$ cat src/crfq_pkg.sv
// shared types, codes and helpers for the can rx frame qualify fifo
// used by can_rx_frame_qualify_fifo_top, its checker and its testbench; no dependencies
`default_nettype none

package crfq_pkg;

   localparam int RING_DEPTH_DEF = 16;

   // field widths
   localparam int CMD_W     = 2;
   localparam int WORD_W    = 32;
   localparam int IDENT_W   = 29;
   localparam int LEN_W     = 4;
   localparam int BYTES_W   = 64;
   localparam int STATUS_W  = 4;
   localparam int TOTAL_W   = 32;

   localparam int REQ_FIELDS_W = CMD_W + 4 * WORD_W;
   localparam int REQ_TDATA_W  = ((REQ_FIELDS_W + 7) / 8) * 8;
   localparam int RSP_FIELDS_W = STATUS_W + IDENT_W + LEN_W + BYTES_W + TOTAL_W;
   localparam int RSP_TDATA_W  = ((RSP_FIELDS_W + 7) / 8) * 8;

   // header bit positions
   localparam int EXT_BIT   = 30;
   localparam int RTR_BIT   = 29;
   localparam int FDF_BIT   = 21;
   localparam int BRS_BIT   = 20;
   localparam int DLC_LO    = 16;

   localparam logic [LEN_W-1:0] MAX_LEN = LEN_W'(8);

   // commands
   localparam logic [CMD_W-1:0] CMD_PUSH  = 2'd0;
   localparam logic [CMD_W-1:0] CMD_POP   = 2'd1;
   localparam logic [CMD_W-1:0] CMD_FLUSH = 2'd2;

   // result status codes
   localparam logic [STATUS_W-1:0] ST_STORED   = 4'd0;
   localparam logic [STATUS_W-1:0] ST_STD_ID   = 4'd1;
   localparam logic [STATUS_W-1:0] ST_REMOTE   = 4'd2;
   localparam logic [STATUS_W-1:0] ST_FD       = 4'd3;
   localparam logic [STATUS_W-1:0] ST_BRS      = 4'd4;
   localparam logic [STATUS_W-1:0] ST_BAD_LEN  = 4'd5;
   localparam logic [STATUS_W-1:0] ST_OVERFLOW = 4'd6;
   localparam logic [STATUS_W-1:0] ST_POPPED   = 4'd7;
   localparam logic [STATUS_W-1:0] ST_EMPTY    = 4'd8;
   localparam logic [STATUS_W-1:0] ST_FLUSHED  = 4'd9;

   typedef struct packed {
      logic [BYTES_W-1:0] payload;
      logic [LEN_W-1:0]   length;
      logic [IDENT_W-1:0] ident;
   } entry_type;

   localparam int ENTRY_W = $bits(entry_type);

   // zero every byte at or beyond len
   function automatic logic [BYTES_W-1:0] keep_bytes(input logic [BYTES_W-1:0] data,
                                                     input logic [LEN_W-1:0] len);
      logic [BYTES_W-1:0] res;
      res = '0;
      for (int i = 0; i < BYTES_W / 8; i++) begin
         if (LEN_W'(i) < len) begin
            res[i*8 +: 8] = data[i*8 +: 8];
         end
      end
      return res;
   endfunction

endpackage

`default_nettype wire

$ cat src/can_rx_frame_qualify_fifo_top.sv
// can receive frame qualifier and ring fifo, top level
// depends on crfq_pkg and crfq_ram
`default_nettype none

// Each req beat carries a push, pop or flush command and gives exactly one
// rsp beat. Push, flush and unknown commands answer straight from S_IDLE; a
// pop of a non-empty ring goes through S_READ first, since the frame ram has
// registered read data. A new beat is taken in S_IDLE once the result register
// is free or is being emptied in the same cycle, so with rsp_tready held high a
// stream of pushes runs at one beat per clock, while a pop takes no new beat
// until its ram read is done. The ring holds RING_DEPTH-1 frames; error_total
// is the wrapping sum of all reject and overflow counts after the command.
module can_rx_frame_qualify_fifo_top
   import crfq_pkg::*;
#(
   parameter int RING_DEPTH = RING_DEPTH_DEF
) (
   input  wire logic                   clock,
   input  wire logic                   reset,
   input  wire logic                   req_tvalid,
   output logic                        req_tready,
   // command, header_word0, header_word1, payload_low, payload_high
   input  wire logic [REQ_TDATA_W-1:0] req_tdata,
   output logic                        rsp_tvalid,
   input  wire logic                   rsp_tready,
   // status, frame_ident, frame_length, frame_bytes, error_total
   output logic      [RSP_TDATA_W-1:0] rsp_tdata
);

   localparam int SLOT_W = $clog2(RING_DEPTH);

   typedef enum logic {
      S_IDLE,
      S_READ
   } state_type;

   state_type           state_ff, state_in;
   logic [SLOT_W-1:0]   write_slot_ff, write_slot_in;
   logic [SLOT_W-1:0]   read_slot_ff, read_slot_in;
   logic [TOTAL_W-1:0]  reject_total_ff, reject_total_in;
   logic [TOTAL_W-1:0]  overflow_ff, overflow_in;
   logic                rsp_valid_ff, rsp_valid_in;
   logic [RSP_TDATA_W-1:0] rsp_data_ff, rsp_data_in;

   logic                req_accept;
   logic [CMD_W-1:0]    cmd;
   logic [WORD_W-1:0]   hdr0, hdr1;
   logic [BYTES_W-1:0]  data;
   logic [LEN_W-1:0]    dlc;
   logic [STATUS_W-1:0] check_status;
   logic [SLOT_W-1:0]   next_slot;
   logic                ring_full, ring_empty;

   logic                wr_en, rd_en;
   entry_type           wr_entry, rd_entry;
   logic [SLOT_W-1:0]   rd_addr;
   logic [LEN_W-1:0]    pop_len;

   logic [STATUS_W-1:0] o_status;
   logic [IDENT_W-1:0]  o_ident;
   logic [LEN_W-1:0]    o_len;
   logic [BYTES_W-1:0]  o_bytes;
   logic [TOTAL_W-1:0]  o_total;

   assign cmd  = req_tdata[CMD_W-1:0];
   assign hdr0 = req_tdata[CMD_W +: WORD_W];
   assign hdr1 = req_tdata[CMD_W + WORD_W +: WORD_W];
   assign data = req_tdata[CMD_W + 2*WORD_W +: BYTES_W];
   assign dlc  = hdr1[DLC_LO +: LEN_W];

   assign req_tready = (state_ff == S_IDLE) && (!rsp_valid_ff || rsp_tready);
   assign req_accept = req_tvalid && req_tready;

   assign next_slot  = write_slot_ff + SLOT_W'(1);
   assign rd_addr    = read_slot_ff + SLOT_W'(1);
   assign ring_full  = (next_slot == read_slot_ff);
   assign ring_empty = (write_slot_ff == read_slot_ff);

   // first failing check wins
   always_comb begin
      if (!hdr0[EXT_BIT]) begin
         check_status = ST_STD_ID;
      end else if (hdr0[RTR_BIT]) begin
         check_status = ST_REMOTE;
      end else if (hdr1[FDF_BIT]) begin
         check_status = ST_FD;
      end else if (hdr1[BRS_BIT]) begin
         check_status = ST_BRS;
      end else if (dlc > MAX_LEN) begin
         check_status = ST_BAD_LEN;
      end else begin
         check_status = ST_STORED;
      end
   end

   assign wr_entry.ident   = hdr0[IDENT_W-1:0];
   assign wr_entry.length  = dlc;
   assign wr_entry.payload = data;

   // a pop reads the slot after read_slot; a push into that slot is written to
   // the ram before the pop can read it, so no forwarding is needed
   crfq_ram #(
      .WIDTH (ENTRY_W),
      .DEPTH (RING_DEPTH)
   ) u_frame_ram (
      .clock   (clock),
      .wr_en   (wr_en),
      .wr_addr (next_slot),
      .wr_data (wr_entry),
      .rd_en   (rd_en),
      .rd_addr (rd_addr),
      .rd_data (rd_entry)
   );

   assign pop_len = (rd_entry.length > MAX_LEN) ? MAX_LEN : rd_entry.length;

   always_comb begin
      state_in        = state_ff;
      write_slot_in   = write_slot_ff;
      read_slot_in    = read_slot_ff;
      reject_total_in = reject_total_ff;
      overflow_in     = overflow_ff;
      rsp_valid_in    = rsp_valid_ff && !rsp_tready;
      wr_en           = 1'b0;
      rd_en           = 1'b0;
      o_status        = ST_EMPTY;
      o_ident         = '0;
      o_len           = '0;
      o_bytes         = '0;

      unique case (state_ff)
         S_IDLE: begin
            if (req_accept) begin
               rsp_valid_in = 1'b1;
               unique case (cmd)
                  CMD_PUSH: begin
                     if (check_status != ST_STORED) begin
                        o_status        = check_status;
                        reject_total_in = reject_total_ff + TOTAL_W'(1);
                     end else if (ring_full) begin
                        o_status    = ST_OVERFLOW;
                        overflow_in = overflow_ff + TOTAL_W'(1);
                     end else begin
                        o_status      = ST_STORED;
                        wr_en         = 1'b1;
                        write_slot_in = next_slot;
                     end
                  end
                  CMD_POP: begin
                     if (!ring_empty) begin
                        rd_en        = 1'b1;
                        read_slot_in = rd_addr;
                        rsp_valid_in = 1'b0;
                        state_in     = S_READ;
                     end
                  end
                  CMD_FLUSH: begin
                     o_status      = ST_FLUSHED;
                     write_slot_in = '0;
                     read_slot_in  = '0;
                     overflow_in   = '0;
                  end
                  default: begin
                     o_status = ST_EMPTY;
                  end
               endcase
            end
         end
         S_READ: begin
            rsp_valid_in = 1'b1;
            o_status     = ST_POPPED;
            o_ident      = rd_entry.ident;
            o_len        = pop_len;
            o_bytes      = keep_bytes(rd_entry.payload, pop_len);
            state_in     = S_IDLE;
         end
         default: begin
            state_in = S_IDLE;
         end
      endcase
   end

   assign o_total = reject_total_in + overflow_in;

   always_comb begin
      rsp_data_in = rsp_data_ff;
      if (rsp_valid_in && !(rsp_valid_ff && !rsp_tready)) begin
         rsp_data_in = RSP_TDATA_W'({o_total, o_bytes, o_len, o_ident, o_status});
      end
   end

   always_ff @(posedge clock) begin
      rsp_data_ff <= rsp_data_in;
      if (reset) begin
         state_ff        <= S_IDLE;
         write_slot_ff   <= '0;
         read_slot_ff    <= '0;
         reject_total_ff <= '0;
         overflow_ff     <= '0;
         rsp_valid_ff    <= 1'b0;
      end else begin
         state_ff        <= state_in;
         write_slot_ff   <= write_slot_in;
         read_slot_ff    <= read_slot_in;
         reject_total_ff <= reject_total_in;
         overflow_ff     <= overflow_in;
         rsp_valid_ff    <= rsp_valid_in;
      end
   end

   assign rsp_tvalid = rsp_valid_ff;
   assign rsp_tdata  = rsp_data_ff;

   // the result register is free while the ram read is in flight
   a_read_slot_free: assert property (@(posedge clock) disable iff (reset)
      (state_ff == S_READ) |-> !rsp_valid_ff)
      else $error("result register busy during frame read");

   // a pop that reads the ram always produces a beat on the next cycle
   a_read_gives_beat: assert property (@(posedge clock) disable iff (reset)
      (state_ff == S_READ) |=> rsp_valid_ff)
      else $error("frame read did not produce a result");

   // a stored frame leaves the ring non-empty
   a_push_not_empty: assert property (@(posedge clock) disable iff (reset)
      wr_en |=> (write_slot_ff != read_slot_ff))
      else $error("ring empty right after a stored frame");

   // flush leaves an empty ring with no overflow count
   a_flush_clears: assert property (@(posedge clock) disable iff (reset)
      (req_accept && (cmd == CMD_FLUSH)) |=>
         (write_slot_ff == '0) && (read_slot_ff == '0) && (overflow_ff == '0))
      else $error("flush did not clear the ring");

endmodule

`default_nettype wire

$ cat src/crfq_ram.sv
// generic single-write, single-read ram with registered read data
// depends on nothing
`default_nettype none

module crfq_ram #(
   parameter int WIDTH = 8,
   parameter int DEPTH = 16
) (
   input  wire logic                     clock,
   input  wire logic                     wr_en,
   input  wire logic [$clog2(DEPTH)-1:0] wr_addr,
   input  wire logic [WIDTH-1:0]         wr_data,
   input  wire logic                     rd_en,
   input  wire logic [$clog2(DEPTH)-1:0] rd_addr,
   output logic      [WIDTH-1:0]         rd_data
);

   logic [WIDTH-1:0] mem_ff [DEPTH];

   always_ff @(posedge clock) begin
      if (wr_en) begin
         mem_ff[wr_addr] <= wr_data;
      end
      if (rd_en) begin
         rd_data <= mem_ff[rd_addr];
      end
   end

endmodule

`default_nettype wire

$ cat config.mk
export PLATFORM = sky130hd
export DESIGN_NAME = can_rx_frame_qualify_fifo_top
export DESIGN_NICKNAME = d
export VERILOG_FILES = /design/src/crfq_pkg.sv /design/src/can_rx_frame_qualify_fifo_top.sv /design/src/crfq_ram.sv
export SDC_FILE = /design/constraint.sdc
export NUM_CORES = 2
export LEC_CHECK = 0
export BUFFER_PORTS_ARGS = -buffer_cell sky130_fd_sc_hd__buf_2
export CORE_MARGIN = 5
export CORE_UTILIZATION = 25
export CTS_BUF_LIST = sky130_fd_sc_hd__clkbuf_8
export DETAILED_ROUTE_END_ITERATION = 16
export GPL_ROUTABILITY_DRIVEN = 1
export PLACE_DENSITY_LB_ADDON = 0.15
export SETUP_SLACK_MARGIN = 0.4
export SLEW_MARGIN = 10
export SYNTH_ARGS = -nofsm -noshare
export SYNTH_HDL_FRONTEND = slang
export SYNTH_SLANG_ARGS = --single-unit
$ cat constraint.sdc
create_clock -name clock -period 14.82 [get_ports clock]
set_input_delay 1.482 -clock clock [delete_from_list [all_inputs] [get_ports clock]]
set_output_delay 1.482 -clock clock [all_outputs]
set_load 0.1 [all_outputs]
* Word level (Yosys, flattened, before mapping)
Memories as Yosys holds them, arrays and structs flattened. A register that Yosys moved wholly into a read port is not among the register bits. Cells that the tools add are included.
Cells by class: $add $sub $neg 5, $lt $le $gt $ge 10, equality and inequality tests 7, muxes and demuxes 41, bitwise logic cells 1, reductions and logical operators 22
Operators by type and width (count):
- $mux 32 | 8
- $add 32x1->32 const B | 2
- $pmux 32 s2 | 1
- $add 32x32->32 | 1
- $pmux 4 s2 | 4
- $mux 4 | 6
- $mux 3 | 6
- $lt 3x4->1 const A | 4
- $reduce_and 2->1 | 8
- $mux 1 | 14
- $add 4x1->4 const B | 2
- $eq 4x4->1 | 2
- $gt 4x4->1 const B | 2
- $lt 1x4->1 const A | 2
- $lt 2x4->1 const A | 2
- $ne 2x2->1 const B | 3
- $reduce_and 5->1 | 1
- $logic_and 1x1->1 | 4
- $pmux 1 s2 | 2
- $reduce_and 4->1 | 1
- $reduce_bool 2->1 | 2
- $reduce_bool 4->1 | 1
- $logic_not 1->1 | 3
- $eq 2x1->1 const B | 1
- 4 further kinds | 4
Storage, ports and cells: bits in registers 207, RAM bits 1552, bits of input ports 140, output and inout port bits 138, logic and storage cells 103, memories kept 1
Memory list:
- u_frame_ram.mem_ff | words 16, bits a word 97, rd ports 1, clocked after memory_dff 1, write ports 1, RTL line crfq_ram.sv:18 | logic [WIDTH-1:0] mem_ff [DEPTH];

* Logic depth before layout (Yosys ltp)
depth in word-level cells 13, mapped depth 20, mapped depth without buffers 20

* Modules after synthesis
A second synthesis with hierarchy kept.
Unflattened totals: cells, all modules 3451, area total of the unflattened synthesis 71023.1 µm²
By module, submodules not included:
- crfq_ram | instances 1, cells each 2484, area each 60832.1 µm², seq. area each 49517.5 µm²
- can_rx_frame_qualify_fifo_top | instances 1, cells each 967, area each 10191.0 µm², seq. area each 5475.3 µm²

* Worst setup path after synthesis
Ideal clock, no wire load.
kind input to register, start point input req_tdata[1], end point register rsp_data_ff[0], in the netlist rsp_tdata[0], enable pin, setup time 669 ps, data arrival time 8354 ps, data required time 14151 ps, path slack 5797 ps, stages 4, buffers on the path 0, path through inv_1 -> o311a_1 -> or2b_1 -> a21oi_1
Between the ends: cells in the longest elaborated chain, start to end 5
RTL lines:
- start, declared | RTL line can_rx_frame_qualify_fifo_top.sv:23 | input wire logic [REQ_TDATA_W-1:0] req_tdata,
- $eq 2x1->1 | RTL line can_rx_frame_qualify_fifo_top.sv:135 | unique case (cmd)
- $mux 1 | RTL line can_rx_frame_qualify_fifo_top.sv:135
- $mux 1 | RTL line can_rx_frame_qualify_fifo_top.sv:133 | if (req_accept) begin
- $pmux 1 s2 | RTL line can_rx_frame_qualify_fifo_top.sv:131 | unique case (state_ff)
- $logic_and 1x1->1 | RTL line can_rx_frame_qualify_fifo_top.sv:187 | if (rsp_valid_in && !(rsp_valid_ff && !rsp_tready)) begin
- end signal, assigned | RTL line can_rx_frame_qualify_fifo_top.sv:193 | rsp_data_ff <= rsp_data_in;
- end, declared | RTL line can_rx_frame_qualify_fifo_top.sv:43 | logic [RSP_TDATA_W-1:0] rsp_data_ff, rsp_data_in;
Every way passes these cells. A chain may end at the register's enable or synchronous reset.

* Final worst setup path
start point input req_tdata[54], end point memory u_frame_ram.mem_ff[0][81] (netlist name), enable pin
Between the ends: cells in the longest elaborated chain, start to end 11
RTL lines:
- $mux 3 | RTL line can_rx_frame_qualify_fifo_top.sv:87 | end else if (hdr1[BRS_BIT]) begin
- $mux 3 | RTL line can_rx_frame_qualify_fifo_top.sv:85 | end else if (hdr1[FDF_BIT]) begin
- $mux 3 | RTL line can_rx_frame_qualify_fifo_top.sv:83 | end else if (hdr0[RTR_BIT]) begin
- $mux 3 | RTL line can_rx_frame_qualify_fifo_top.sv:81 | if (!hdr0[EXT_BIT]) begin
- $reduce_bool 4->1 | RTL line can_rx_frame_qualify_fifo_top.sv:137 | if (check_status != ST_STORED) begin
- $mux 1 | RTL line can_rx_frame_qualify_fifo_top.sv:137
- $mux 1 | RTL line can_rx_frame_qualify_fifo_top.sv:135
- $mux 1 | RTL line can_rx_frame_qualify_fifo_top.sv:133
- $mux 1 | RTL line can_rx_frame_qualify_fifo_top.sv:131
- $mux 1 | RTL line crfq_ram.sv:21 | if (wr_en) begin
- $mux 1 (implied by the code) | RTL line crfq_ram.sv:22 | mem_ff[wr_addr] <= wr_data;
- end, declared | RTL line crfq_ram.sv:18
Every way passes these cells.

==> flow_metrics.env <==
export IMPL_outcome="finished clean"
export IMPL_grt_pass1_vias=36820
export IMPL_numClockSinks=1856
export IMPL_final_core_util_pct=29.54
export IMPL_die_w_um=543.1
export IMPL_cp_required_ns=15.40
export IMPL_die_y_um=543.1
export IMPL_synthesis_area_um2=71040
export IMPL_drive_gt1_share_pct=31.20
export IMPL_avgSynthCellArea_um2=22.16
export IMPL_synth_area_top_cells="edfxtp_1, mux4_2, dfxtp_1, xnor2_1, ha_1"
export IMPL_hpwlAfterDp_um=99430
export IMPL_finalSetupViolCount=0
export IMPL_leakage_nw=26.49
export IMPL_hold_violations=0
export IMPL_worstSetupPathType="in2reg"
export IMPL_cts_tree="built"
export IMPL_final_nets=3902
export IMPL_final_cell_mix="edfxtp_1, mux4_2, clkbuf_8"
export IMPL_fin_ws_ns=9.153
export IMPL_dr_pass1_iters=5
export IMPL_finalMaxSlewViolations=0
export IMPL_min_period_ns=5.667
export IMPL_core_um2=282500
export IMPL_floorplan_initialDensity_pct=25.15
export IMPL_fin_crit_sh_pct=38.24
export IMPL_pre_cts_slack_ns=8.070
export IMPL_cts_hold_buf=0
export IMPL_worst_slew_pin_slew_ns=1.052
export IMPL_dr_first_iter_drc_count=2198
export IMPL_grt_ovfl_total=0
export IMPL_clockBufferDepth=4
export IMPL_hold_path_class="reg2reg"
export IMPL_cts_inserted_buffers=344
export IMPL_final_setup_skew_ns=0.07919
export IMPL_synthArstFlopShare_pct=0
export IMPL_post_cts_buffers=0
export IMPL_track_usage_pct=13.35
export IMPL_insertion_delay_ns=0.98
export IMPL_drc=0
export IMPL_ys_flop_type="edfxtp_1"
export IMPL_fin_setup_tns_ns=0
export IMPL_synth_seq_cells=1856
export IMPL_synth_compound_area_share_pct=1.060
export IMPL_wirelength_um=199800
export IMPL_endpoint_kind="flop"
export IMPL_cts_resized=0
export IMPL_reg2reg_from="write_slot_ff[0]"
export IMPL_synth_top_family_by_area="multiplexers"
export IMPL_muxShareOfSynthArea_pct=15.43
export IMPL_synth_fa_ha_area_share_pct=0.7150
export IMPL_num_rows=195
export IMPL_gp_congestion=0.7154
export IMPL_start_kind="input port"
export IMPL_synth_simple_area_share_pct=3.212
export IMPL_synth_xor_area_share_pct=1.284
export IMPL_cp_arrival_ns=6.25
export IMPL_critPathLaunch="req_tdata[54]"
export IMPL_die_area_um2=294900
export IMPL_slew_headroom_pct=29.86
export IMPL_whs_ns=0.4841
export IMPL_path_clk_slew_ns=0.06
export IMPL_syn_instance_count=3206
export IMPL_yosysTopAreaCellShare_pct=75.32
export IMPL_cap_violations=0
export IMPL_htree_num_levels=5
export IMPL_clock_root_buffer="clkbuf_8"
export IMPL_yosysWarnings=0
export IMPL_viasPerCell=4.362
export IMPL_grt_pass1_wl_um=281300
export IMPL_drtAntennaViolNets=0
export IMPL_fmax_ghz=0.1765
export IMPL_synth_edf_count=1782
export IMPL_p_per_area_nw_per_um2=127.2
export IMPL_portBuffers=241
export IMPL_antenna_found_initial=67
export IMPL_synth_seq_area_share_pct=77.41
export IMPL_hold_start="u_frame_ram.rd_data[56]"
export IMPL_io_pin_count=278
export IMPL_crit_fanout=37
export IMPL_wire_per_inst_um=25.86
export IMPL_peakVddDrop_uv=58.93
export IMPL_area_delta_synth_final_pct=17.48
export IMPL_final_common_cell="edfxtp_1"
export IMPL_grt_max_degree=122
export IMPL_synth_cell_types=59
export IMPL_rsz0062_at_grt="false"
export IMPL_fillCellCount=27710
export IMPL_synth_area_leader_cell="edfxtp_1"
export IMPL_vias=33710
cells in the mapped netlist, types with 3 or more instances:
cell type	count
inv_1	23
a31oi_1	3
nand3_1	35
o21ai_0	18
xnor2_1	59
nand4_1	15
dfxtp_1	74
nor3b_1	3
and2_1	68
nand2_1	63
edfxtp_1	1782
ha_1	39
mux2i_1	3
and3_1	26
o21bai_1	5
nand2b_1	4
nor2_1	123
buf_1	15
and4_1	10
o31ai_1	3
a21oi_1	41
a211oi_1	7
a21o_1	14
mux4_2	485
o21a_1	5
clkbuf_1	120
nor3_1	19
o211ai_1	5
nor2b_1	62
xor2_1	40
buf_4	3
stage by stage:
step | instance area, um^2 | total power [mW] | std cells
2_1_floorplan | 71050 | 6.093 | 3208
3_3_place_gp | 77260 | 6.207 | 7119
3_5_place_dp | 77260 | 6.212 | 7119
4_1_cts | 83420 | 10.84 | 7711
5_1_grt | 83420 | 11.09 | 7714
6_report | 83460 | 10.62 | 7728
final timing paths:
kind / endpoint / slack, ns / depth (start not counted)
worst max-delay path: u_frame_ram.mem_ff[0][81] / 9.15 / 9
worst min-delay path: rsp_tdata[60] / 0.48 / 1
worst max register to register: rsp_tdata[131] / 9.35 / 19
worst min register to register: rsp_tdata[60] / 0.48 / 1
cell type report:
| class | count | area (um^2) | area share (%) |
|---|---|---|---|
| Antenna cell | 17 | 42.54 | 0.05097 |
| Clock buffer | 350 | 4817 | 5.772 |
| Clock inverter | 242 | 1339 | 1.604 |
| Inverter | 23 | 93.84 | 0.1124 |
| Multi-Input combinational cell | 1190 | 15610 | 18.70 |
| Sequential cell | 1856 | 55000 | 65.90 |
| Tap cell | 3743 | 4683 | 5.611 |
| Timing Repair Buffer | 307 | 1877 | 2.249 |
power breakdown:
group	total [mW]	switching, mW	internal (mW)
Clock	4.52	2.20	2.33
Combinational	0.319	0.264	0.0543
Sequential	5.78	0.0119	5.77
metal layers:
layer	track usage [%]	wire length [um]
met1	18.47	91040
met2	21.01	92430
met3	3.124	11390
met4	3.776	4757
met5	0	197
state kept, by name, indices dropped and copies added, names as in the netlist:
name	flops
read_slot_ff	4
u_frame_ram.rd_data	97
rsp_tvalid	1
overflow_ff	32
rsp_tdata	133
state_ff	1
reject_total_ff	32
u_frame_ram.mem_ff	1552
write_slot_ff	4
cell families (layout without fill, tap and decap cells):
group	Yosys count	in the layout
fa+ha+maj	40	40
simple gates	441	441
xor+xnor	101	101
other cells	1	20
buf+inv	162	922
compound gates	116	116
flops	1856	1856
mux	489	489
critical path, stage by stage:
cell and delay [ns]:
buf_2 0.14, nor4b_1 0.58, nand2_1 0.21, o21bai_1 0.25, nor4_1 0.67, nand2_1 0.45, nor2_4 0.67, buf_4 0.86
buf_4 0.84
No activity file was read; power rests on OpenSTA's default activity.
